## src/hdl/rsa_pkg.sv

```systemverilog
`timescale 1ns / 1ps
// ----------------------------------------------------------------------------
// rsa_pkg
// Shared types and constants for the running statistics accumulator.
// ----------------------------------------------------------------------------
package rsa_pkg;

  typedef enum logic [1:0] {
    KIND_COUNT = 2'd0,
    KIND_MEAN  = 2'd1,
    KIND_SUM   = 2'd2,
    KIND_STDEV = 2'd3
  } rsa_kind_e;

  typedef enum logic {
    OP_DIV  = 1'b0,
    OP_SQRT = 1'b1
  } rsa_op_e;

  typedef enum logic [2:0] {
    ST_IDLE,
    ST_WSTART,
    ST_WDIV,
    ST_WMUL,
    ST_WACC,
    ST_MDIV,
    ST_SDIV,
    ST_SQRT
  } rsa_state_e;

  typedef struct packed {
    logic    start;
    rsa_op_e op;
  } rsa_req_t;

  localparam logic [2:0]  REG_KIND_ADDR = 3'd0;
  localparam logic        MODE_SAMPLE   = 1'b0;
  localparam logic        MODE_REPORT   = 1'b1;
  localparam logic [47:0] SUM_MAX       = 48'h7FFF_FFFF_FFFF;
  localparam logic [47:0] SUM_MIN       = 48'h8000_0000_0000;

endpackage

```

## src/hdl/running_statistics_accumulator.sv

```systemverilog
`timescale 1ns / 1ps
// ----------------------------------------------------------------------------
// running_statistics_accumulator
// Count, sum, mean or Welford standard deviation over a reporting interval.
// ----------------------------------------------------------------------------
// Takes one word at a time. A sample for the count, mean or sum kinds, or an
// absent sample, is handled without leaving the idle state; a deviation
// sample runs through the 64-step shared divider (mean update by the count),
// then a multiply and an accumulate step. A report for count and sum needs no
// division; the mean divides the sum by the count, and the deviation divides,
// then takes the 32-step square root, all in the same shared unit. A finished
// result waits in an output register while the next word is taken; a second
// report stalls the input until that register is free.
module running_statistics_accumulator #(
  parameter int COUNT_BITS = 32
) (
  input  logic        clk_i,
  input  logic        rst_ni,
  input  logic        s_tvalid,
  output logic        s_tready,
  input  logic [31:0] s_tdata,   // sample_value
  input  logic [1:0]  s_tuser,   // mode, sample_present
  output logic        m_tvalid,
  input  logic        m_tready,
  output logic [47:0] m_tdata,   // result_value
  output logic [2:0]  m_tuser,   // result_not_number, result_kind[1:0]
  input  logic        psel,
  input  logic        penable,
  input  logic        pwrite,
  input  logic [2:0]  paddr,
  input  logic [31:0] pwdata,
  output logic [31:0] prdata,
  output logic        pready
);

  localparam logic [COUNT_BITS-1:0] CNT_CAP = '1;

  rsa_pkg::rsa_state_e state_q, state_d;
  rsa_pkg::rsa_kind_e  kind_q;
  rsa_pkg::rsa_req_t   req;

  logic [COUNT_BITS-1:0] cnt_q;
  logic signed [47:0]    sum_q, mean_q;
  logic [63:0]           sqd_q;
  logic signed [31:0]    x_q;
  logic [32:0]           dmag_q;
  logic                  dneg_q;
  logic [67:0]           term_q;
  logic                  pend_q;
  logic                  pend_nan_q, out_valid_q, out_nan_q;
  logic [47:0]           pend_data_q, out_q;
  rsa_pkg::rsa_kind_e    out_kind_q;

  logic [63:0] unit_a;
  logic        unit_done;
  logic [63:0] unit_res;

  logic accept, is_sample, present, out_load, pend_load;
  logic [COUNT_BITS-1:0] cnt_inc;
  logic signed [48:0]    sum_add, d_full, e_full;
  logic [47:0]           sum_mag, q48, rep_data;
  logic [48:0]           d_mag, e_mag;
  logic [68:0]           sqd_add;
  logic [63:0]           cnt_ext;

  assign accept    = s_tvalid && s_tready;
  assign is_sample = s_tuser[0] == rsa_pkg::MODE_SAMPLE;
  assign present   = s_tuser[1];
  assign cnt_inc   = (cnt_q == CNT_CAP) ? cnt_q : cnt_q + COUNT_BITS'(1);
  assign sum_add   = 49'(sum_q) + 49'(signed'(s_tdata));
  assign sum_mag   = sum_q[47] ? 48'(-sum_q) : 48'(sum_q);
  assign d_full    = 49'(x_q) - 49'(mean_q);
  assign d_mag     = d_full[48] ? 49'(-d_full) : 49'(d_full);
  assign e_full    = 49'(x_q) - 49'(mean_q);
  assign e_mag     = e_full[48] ? 49'(-e_full) : 49'(e_full);
  assign q48       = dneg_q ? 48'(-unit_res[47:0]) : unit_res[47:0];
  assign sqd_add   = 69'(sqd_q) + 69'(term_q);
  assign cnt_ext   = 64'(cnt_q);

  // next state
  always_comb begin
    state_d = state_q;
    unique case (state_q)
      rsa_pkg::ST_IDLE: begin
        if (accept) begin
          if (is_sample) begin
            if (present && kind_q == rsa_pkg::KIND_STDEV) state_d = rsa_pkg::ST_WSTART;
          end else if (cnt_q != '0) begin
            if (kind_q == rsa_pkg::KIND_MEAN) state_d = rsa_pkg::ST_MDIV;
            else if (kind_q == rsa_pkg::KIND_STDEV) state_d = rsa_pkg::ST_SDIV;
          end
        end
      end
      rsa_pkg::ST_WSTART: state_d = rsa_pkg::ST_WDIV;
      rsa_pkg::ST_WDIV:   if (unit_done) state_d = rsa_pkg::ST_WMUL;
      rsa_pkg::ST_WMUL:   state_d = rsa_pkg::ST_WACC;
      rsa_pkg::ST_WACC:   state_d = rsa_pkg::ST_IDLE;
      rsa_pkg::ST_MDIV:   if (unit_done) state_d = rsa_pkg::ST_IDLE;
      rsa_pkg::ST_SDIV:   if (unit_done) state_d = rsa_pkg::ST_SQRT;
      rsa_pkg::ST_SQRT:   if (unit_done) state_d = rsa_pkg::ST_IDLE;
      default:            state_d = rsa_pkg::ST_IDLE;
    endcase
  end

  // outputs of the sequencer
  always_comb begin
    req       = '{start: 1'b0, op: rsa_pkg::OP_DIV};
    unit_a    = 64'(sum_mag);
    s_tready  = 1'b0;
    pend_load = 1'b0;
    unique case (state_q)
      rsa_pkg::ST_IDLE: begin
        // a finished report waits until the output register is free
        s_tready = !pend_q;
        if (s_tvalid && !pend_q && !is_sample && cnt_q != '0) begin
          req.start = (kind_q == rsa_pkg::KIND_MEAN) || (kind_q == rsa_pkg::KIND_STDEV);
          unit_a    = (kind_q == rsa_pkg::KIND_MEAN) ? 64'(sum_mag) : sqd_q;
        end
      end
      rsa_pkg::ST_WSTART: begin
        req.start = 1'b1;
        unit_a    = 64'(d_mag);
      end
      rsa_pkg::ST_SDIV: begin
        if (unit_done) begin
          req   = '{start: 1'b1, op: rsa_pkg::OP_SQRT};
          unit_a = unit_res;
        end
      end
      rsa_pkg::ST_MDIV: pend_load = unit_done;
      rsa_pkg::ST_SQRT: pend_load = unit_done;
      default: ;
    endcase
  end

  // report value that needs no division
  always_comb begin
    unique case (kind_q)
      rsa_pkg::KIND_COUNT: begin
        rep_data = (cnt_ext > 64'(rsa_pkg::SUM_MAX)) ? rsa_pkg::SUM_MAX : cnt_ext[47:0];
      end
      rsa_pkg::KIND_SUM: rep_data = sum_q;
      default:           rep_data = '0;
    endcase
  end

  assign out_load = pend_q && (!out_valid_q || m_tready);

  rsa_divsqrt #(.COUNT_BITS(COUNT_BITS)) u_unit (
    .clk_i  (clk_i),
    .rst_ni (rst_ni),
    .req_i  (req),
    .a_i    (unit_a),
    .b_i    (cnt_q),
    .done_o (unit_done),
    .res_o  (unit_res)
  );

  always_ff @(posedge clk_i or negedge rst_ni) begin
    if (!rst_ni) begin
      state_q     <= rsa_pkg::ST_IDLE;
      kind_q      <= rsa_pkg::KIND_COUNT;
      cnt_q       <= '0;
      sum_q       <= '0;
      mean_q      <= '0;
      sqd_q       <= '0;
      pend_q      <= 1'b0;
      out_valid_q <= 1'b0;
    end else begin
      state_q <= state_d;
      if (psel && penable && pwrite && pready && paddr == rsa_pkg::REG_KIND_ADDR) begin
        kind_q <= rsa_pkg::rsa_kind_e'(pwdata[1:0]);
      end
      if (out_load) out_valid_q <= 1'b1;
      else if (m_tready) out_valid_q <= 1'b0;
      if (out_load) begin
        pend_q <= 1'b0;
      end else if (pend_load || (accept && !is_sample && state_d == rsa_pkg::ST_IDLE)) begin
        pend_q <= 1'b1;
      end
      if (out_load) begin
        cnt_q  <= '0;
        sum_q  <= '0;
        mean_q <= '0;
        sqd_q  <= '0;
      end else if (accept && is_sample && present) begin
        if (kind_q != rsa_pkg::KIND_SUM) cnt_q <= cnt_inc;
        if (kind_q == rsa_pkg::KIND_MEAN || kind_q == rsa_pkg::KIND_SUM) begin
          if (!sum_add[48] && sum_add[47]) sum_q <= rsa_pkg::SUM_MAX;
          else if (sum_add[48] && !sum_add[47]) sum_q <= rsa_pkg::SUM_MIN;
          else sum_q <= sum_add[47:0];
        end
      end else if (state_q == rsa_pkg::ST_WDIV && unit_done) begin
        mean_q <= mean_q + signed'(q48);
      end else if (state_q == rsa_pkg::ST_WACC) begin
        sqd_q <= (sqd_add[68:64] != '0) ? '1 : sqd_add[63:0];
      end
    end
  end

  always_ff @(posedge clk_i) begin
    if (accept) x_q <= signed'(s_tdata);
    if (state_q == rsa_pkg::ST_WSTART) begin
      dmag_q <= d_mag[32:0];
      dneg_q <= d_full[48];
    end
    if (state_q == rsa_pkg::ST_WMUL) term_q <= 68'(66'(e_mag[32:0]) * 66'(dmag_q));
    if (accept && !is_sample) begin
      pend_nan_q  <= (cnt_q == '0) &&
                     (kind_q == rsa_pkg::KIND_MEAN || kind_q == rsa_pkg::KIND_STDEV);
      pend_data_q <= rep_data;
    end else if (state_q == rsa_pkg::ST_MDIV && unit_done) begin
      pend_data_q <= sum_q[47] ? 48'(-unit_res[47:0]) : unit_res[47:0];
    end else if (state_q == rsa_pkg::ST_SQRT && unit_done) begin
      pend_data_q <= unit_res[47:0];
    end
    if (out_load) begin
      out_q      <= pend_data_q;
      out_nan_q  <= pend_nan_q;
      out_kind_q <= kind_q;
    end
  end

  assign m_tvalid = out_valid_q;
  assign m_tdata  = out_q;
  assign m_tuser  = {out_kind_q, out_nan_q};
  assign pready   = 1'b1;
  assign prdata   = (paddr == rsa_pkg::REG_KIND_ADDR) ? 32'(kind_q) : '0;

endmodule

```

## src/hdl/rsa_divsqrt.sv

```systemverilog
`timescale 1ns / 1ps
// ----------------------------------------------------------------------------
// rsa_divsqrt
// Shared restoring divider and bit-pair square root, one step per cycle.
// ----------------------------------------------------------------------------
module rsa_divsqrt #(
  parameter int COUNT_BITS = 32
) (
  input  logic                  clk_i,
  input  logic                  rst_ni,
  input  rsa_pkg::rsa_req_t     req_i,
  input  logic [63:0]           a_i,
  input  logic [COUNT_BITS-1:0] b_i,
  output logic                  done_o,
  output logic [63:0]           res_o
);

  logic                  busy_q, done_q;
  rsa_pkg::rsa_op_e      op_q;
  logic [5:0]            cnt_q;
  logic [63:0]           acc_q;
  logic [63:0]           rem_q;
  logic [31:0]           root_q;
  logic [COUNT_BITS-1:0] b_q;

  logic [64:0] cand, sub, diff;
  logic        ge, last;

  always_comb begin
    if (op_q == rsa_pkg::OP_DIV) begin
      cand = {rem_q, acc_q[63]};
      sub  = 65'(b_q);
    end else begin
      cand = {rem_q[62:0], acc_q[63:62]};
      sub  = {31'd0, root_q, 2'b01};
    end
    ge   = cand >= sub;
    diff = cand - sub;
    last = (op_q == rsa_pkg::OP_DIV) ? (cnt_q == 6'd63) : (cnt_q == 6'd31);
  end

  always_ff @(posedge clk_i or negedge rst_ni) begin
    if (!rst_ni) begin
      busy_q <= 1'b0;
      done_q <= 1'b0;
    end else begin
      done_q <= busy_q && last;
      if (req_i.start) begin
        busy_q <= 1'b1;
      end else if (busy_q && last) begin
        busy_q <= 1'b0;
      end
    end
  end

  always_ff @(posedge clk_i) begin
    if (req_i.start) begin
      op_q   <= req_i.op;
      cnt_q  <= '0;
      acc_q  <= a_i;
      rem_q  <= '0;
      root_q <= '0;
      b_q    <= b_i;
    end else if (busy_q) begin
      cnt_q <= cnt_q + 6'd1;
      rem_q <= ge ? diff[63:0] : cand[63:0];
      if (op_q == rsa_pkg::OP_DIV) begin
        acc_q <= {acc_q[62:0], ge};
      end else begin
        acc_q  <= {acc_q[61:0], 2'b00};
        root_q <= {root_q[30:0], ge};
      end
    end
  end

  assign done_o = done_q;
  assign res_o  = (op_q == rsa_pkg::OP_DIV) ? acc_q : 64'(root_q);

endmodule

```

## config.mk

```make
export PLATFORM = sky130hd
export DESIGN_NAME = running_statistics_accumulator
export DESIGN_NICKNAME = d
export VERILOG_FILES = /design/src/hdl/rsa_pkg.sv /design/src/hdl/running_statistics_accumulator.sv /design/src/hdl/rsa_divsqrt.sv
export SDC_FILE = /design/constraint.sdc
export NUM_CORES = 2
export LEC_CHECK = 0
export ABC_CLOCK_PERIOD_IN_PS = 15600
export BUFFER_PORTS_ARGS = -buffer_cell sky130_fd_sc_hd__buf_4
export CORE_ASPECT_RATIO = 1.4
export CORE_UTILIZATION = 50
export DETAILED_ROUTE_END_ITERATION = 6
export MAX_ROUTING_LAYER = met4
export PLACE_DENSITY = 0.66
export SETUP_SLACK_MARGIN = 0.5
export SLEW_MARGIN = 25
export SYNTH_ARGS = -nofsm -noshare
export SYNTH_HDL_FRONTEND = slang
export SYNTH_SLANG_ARGS = --single-unit
```

## constraint.sdc

```tcl
create_clock -name clk_i -period 15.6 [get_ports clk_i]
set_input_delay 4.68 -clock clk_i [delete_from_list [all_inputs] [get_ports clk_i]]
set_output_delay 4.68 -clock clk_i [all_outputs]
set_load 0.01 [all_outputs]
```

==> metrics.md <==
| Metric | Value |
|---|---|
| Starting Density | `0.503` |
| Chip Width | `341 µm` |
| Most used cell, CP | `fa_1` |
| Yosys reg bits | `632` |
| Post-cts resize count | `0` |
| Clock root buffer | `clkbuf_16` |
| Largest net degree at the start of global routing | `73` |
| M3 GR Usage | `0.0527` |
| Vias in the first global route | `69.4k` |
| CTS tree | `built` |
| Tmin final | `14.03 ns` |
| Busiest grt layer | `met2` |
| Vias per cell | `6.03` |
| Total routed wirelength | `277000 µm` |
| Hold Slack | `0.419 ns` |
| Worst EP required | `16.07 ns` |
| Core box area | `160000 µm²` |
| Worst min-delay path category | `reg -> reg` |
| Vias after detailed routing | `66.9k` |
| Gpl congestion | `1.04` |
| Slew margin rel. | `0.225` |
| Mapped Avg Cell Area | `8.89 µm²` |
| Port-buffer cells | `100` |
| Final setup fails | `0` |
| Top Ports | `162` |
| Routed Antenna Nets | `0` |
| FFs w/ async S/R, synth | `0.318` |
| CP max-delay cell | `a2111oi_0` |
| DIE HEIGHT | `477 µm` |
| Crit share post-route | `0.900` |
| Syn Inst Count | `9071` |
| CTS Buf Count | `75` |
| Post-DR wirelength/cell | `25.0 µm` |
| CTS Sinks | `632` |
| Met2 Resource Use GR | `0.584` |
| Setup Buffers After CTS | `0` |
| Share of cells above drive strength 1 | `0.0595` |
| Final nets | `10.5k` |
| Synthesized area | `80700 µm²` |
| Fin. max-slew vios | `0` |
| Hold Buf Count CTS | `0` |
| Total of max-cap violations | `0` |
| Crit-path max cell delay | `0.79 ns` |
| Met1 GRT Util | `0.378` |
| Pre-CTS setup slack | `1.61 ns` |
| Sum Neg Setup Slack | `0 ns` |
| Status | `finished with violations` |
| Layout area overhead | `7.05%` |
| EDFF count, synth | `329` |
| Yosys warnings | `0` |
| Maximum clock frequency | `71.3 MHz` |
| Worst-Skew Late Latency | `0.72 ns` |
| Synth area leaders | `fa_1 24%, edfxtp_1 12%, ha_1 8.0%, dfrtp_1 6.2%, inv_1 5.2%` |
| Final Hold Violating Endpoints | `0` |
| Clock Path Buffers | `3` |
| Synth area leader | `fa_1` |
| Worst Tran Pin Value | `1.16 ns` |
| CP Max Fanout | `11` |
| First-pass GRT wire length | `420000 µm` |
| Worst setup EP type | `flop` |
| CP arrival | `14.51 ns` |
| Fillers | `14.8k` |
| Yosys cell types | `97` |
| Clock transition at the registers of the reported paths | `0.07 ns` |
| Finished Layout Cells | `11.1k` |
| CTS HTree Levels | `3` |
| Detailed Route Iter0 Violations | `4848` |
| GRT Total Usage | `0.352` |
| Initial antenna violation count | `26` |
| Final setup margin | `1.57 ns` |
| Grt ovf | `0` |
| Worst Skew | `0.0598 ns` |
| Drt first pass iters | `7` |
| Top cell type's share of synthesized area | `0.239` |
| Hpwl dp | `217000 µm` |
| Register area share after synthesis | `0.210` |
| Failing checks | `DRC` |
| Drc violations | `1` |
| Die area | `163000 µm²` |
| Main synth FF type | `edfxtp_1` |
| Crit Path Class | `reg -> reg` |
| RSZ-0062 raised after global routing | `no` |
| Dpl cells | `10.9k` |
| Num rows | `174` |
| Type of origin of the critical path | `flop` |
## worst paths after layout
check	from	endpoint	slack [ns]	cells after the start
min reg2reg	pend_data_q[5]	m_tdata[5]	0.42	0
max reg2reg	mean_q[2]	term_q[64]	1.57	41
min	pend_data_q[5]	m_tdata[5]	0.42	0
min in group asynchronous	rst_ni	cnt_q[8]	3.91	1
max	mean_q[2]	term_q[64]	1.57	41
max in group asynchronous	rst_ni	mean_q[46]	9.81	3
## flip-flops by register name (all words and copies together) (netlist names), 2 cells and up
signal         count
term_q            66
sqd_q             64
u_unit.acc_q      64
u_unit.rem_q      64
m_tdata           48
mean_q            48
pend_data_q       48
sum_q             48
dmag_q            33
cnt_q             32
u_unit.b_q        32
u_unit.root_q     32
x_q               32
u_unit.cnt_q       6
state_q            3
kind_q             2
out_kind_q         2
## Yosys cell counts (201+ instances only)
library cell	instances
a21o_1	208
a21oi_1	641
and2_1	606
clkbuf_1	456
dfrtp_1	201
edfxtp_1	329
fa_1	963
ha_1	516
inv_1	1128
nand2_1	1044
nor2_1	343
o21ai_0	461
xnor2_1	241
xor2_1	228
## final cells by class
class | instances | area, µm² | share of cell area
Antenna cell | 19 | 47.5 | 0.000551
Clock buffer | 90 | 1960 | 0.0227
Clock inverter | 50 | 626 | 0.00725
Inverter | 1130 | 4250 | 0.0492
Multi-Input combinational cell | 6807 | 57900 | 0.671
Sequential cell | 632 | 17000 | 0.196
Tap cell | 2112 | 2640 | 0.0306
Timing Repair Buffer | 255 | 1920 | 0.0223
## critical path, delay by kind of cell (launching register included)
kind            cells  cell delay, ns
flops               1            0.38
xor+xnor            2            0.68
simple gates        7            2.60
fa+ha+maj          10            4.70
buf+inv             8            0.64
compound gates     14            4.77
## layer usage
metal / vias to the layer above / share of wire
li1: 29900 / -
met1: 33500 / 0.35
met2: 2549 / 0.49
met3: 874 / 0.064
met4: 0 / 0.092
met5: - / 0
## logic make-up after synthesis
group,Yosys count,synth area share
AOI/OAI and AO/OA,1918,0.150
xor gates and xnor gates,470,0.0513
adders and majority gates,1482,0.319
buffers and inverters,1661,0.0792
DFF,632,0.210
muxes,176,0.0224
other,2,0.0000931
and+or+nand+nor,2730,0.168
## through the flow
| stage | utilization | cell area [µm²] |
|---|---|---|
| final | 0.538 | 86300 |
| after global routing | 0.538 | 86300 |
| after CTS | 0.538 | 86300 |
| after detailed placement | 0.521 | 83700 |
| after global placement | 0.521 | 83600 |
| after floorplan | - | 80800 |
## layout by cell type, fill, tap and decap left out, types with 60 or more instances in the layout
master,count
a21o_1,208
a221o_1,60
edfxtp_1,329
nor2_1,340
a221oi_1,65
and2_1,606
clkbuf_16,75
buf_4,254
nand2_1,1039
mux2i_1,140
nand3_1,144
o21ai_0,458
ha_1,515
nor3_1,99
dfrtp_1,200
inv_1,1126
xnor2_1,220
dfxtp_1,102
nor2b_1,101
fa_1,963
a21oi_1,639
xor2_1,216
nand4_1,73
Power is left out: the tool's default activity adds up to more than one toggle a clock period on the data nets, which glitch-free logic cannot reach.
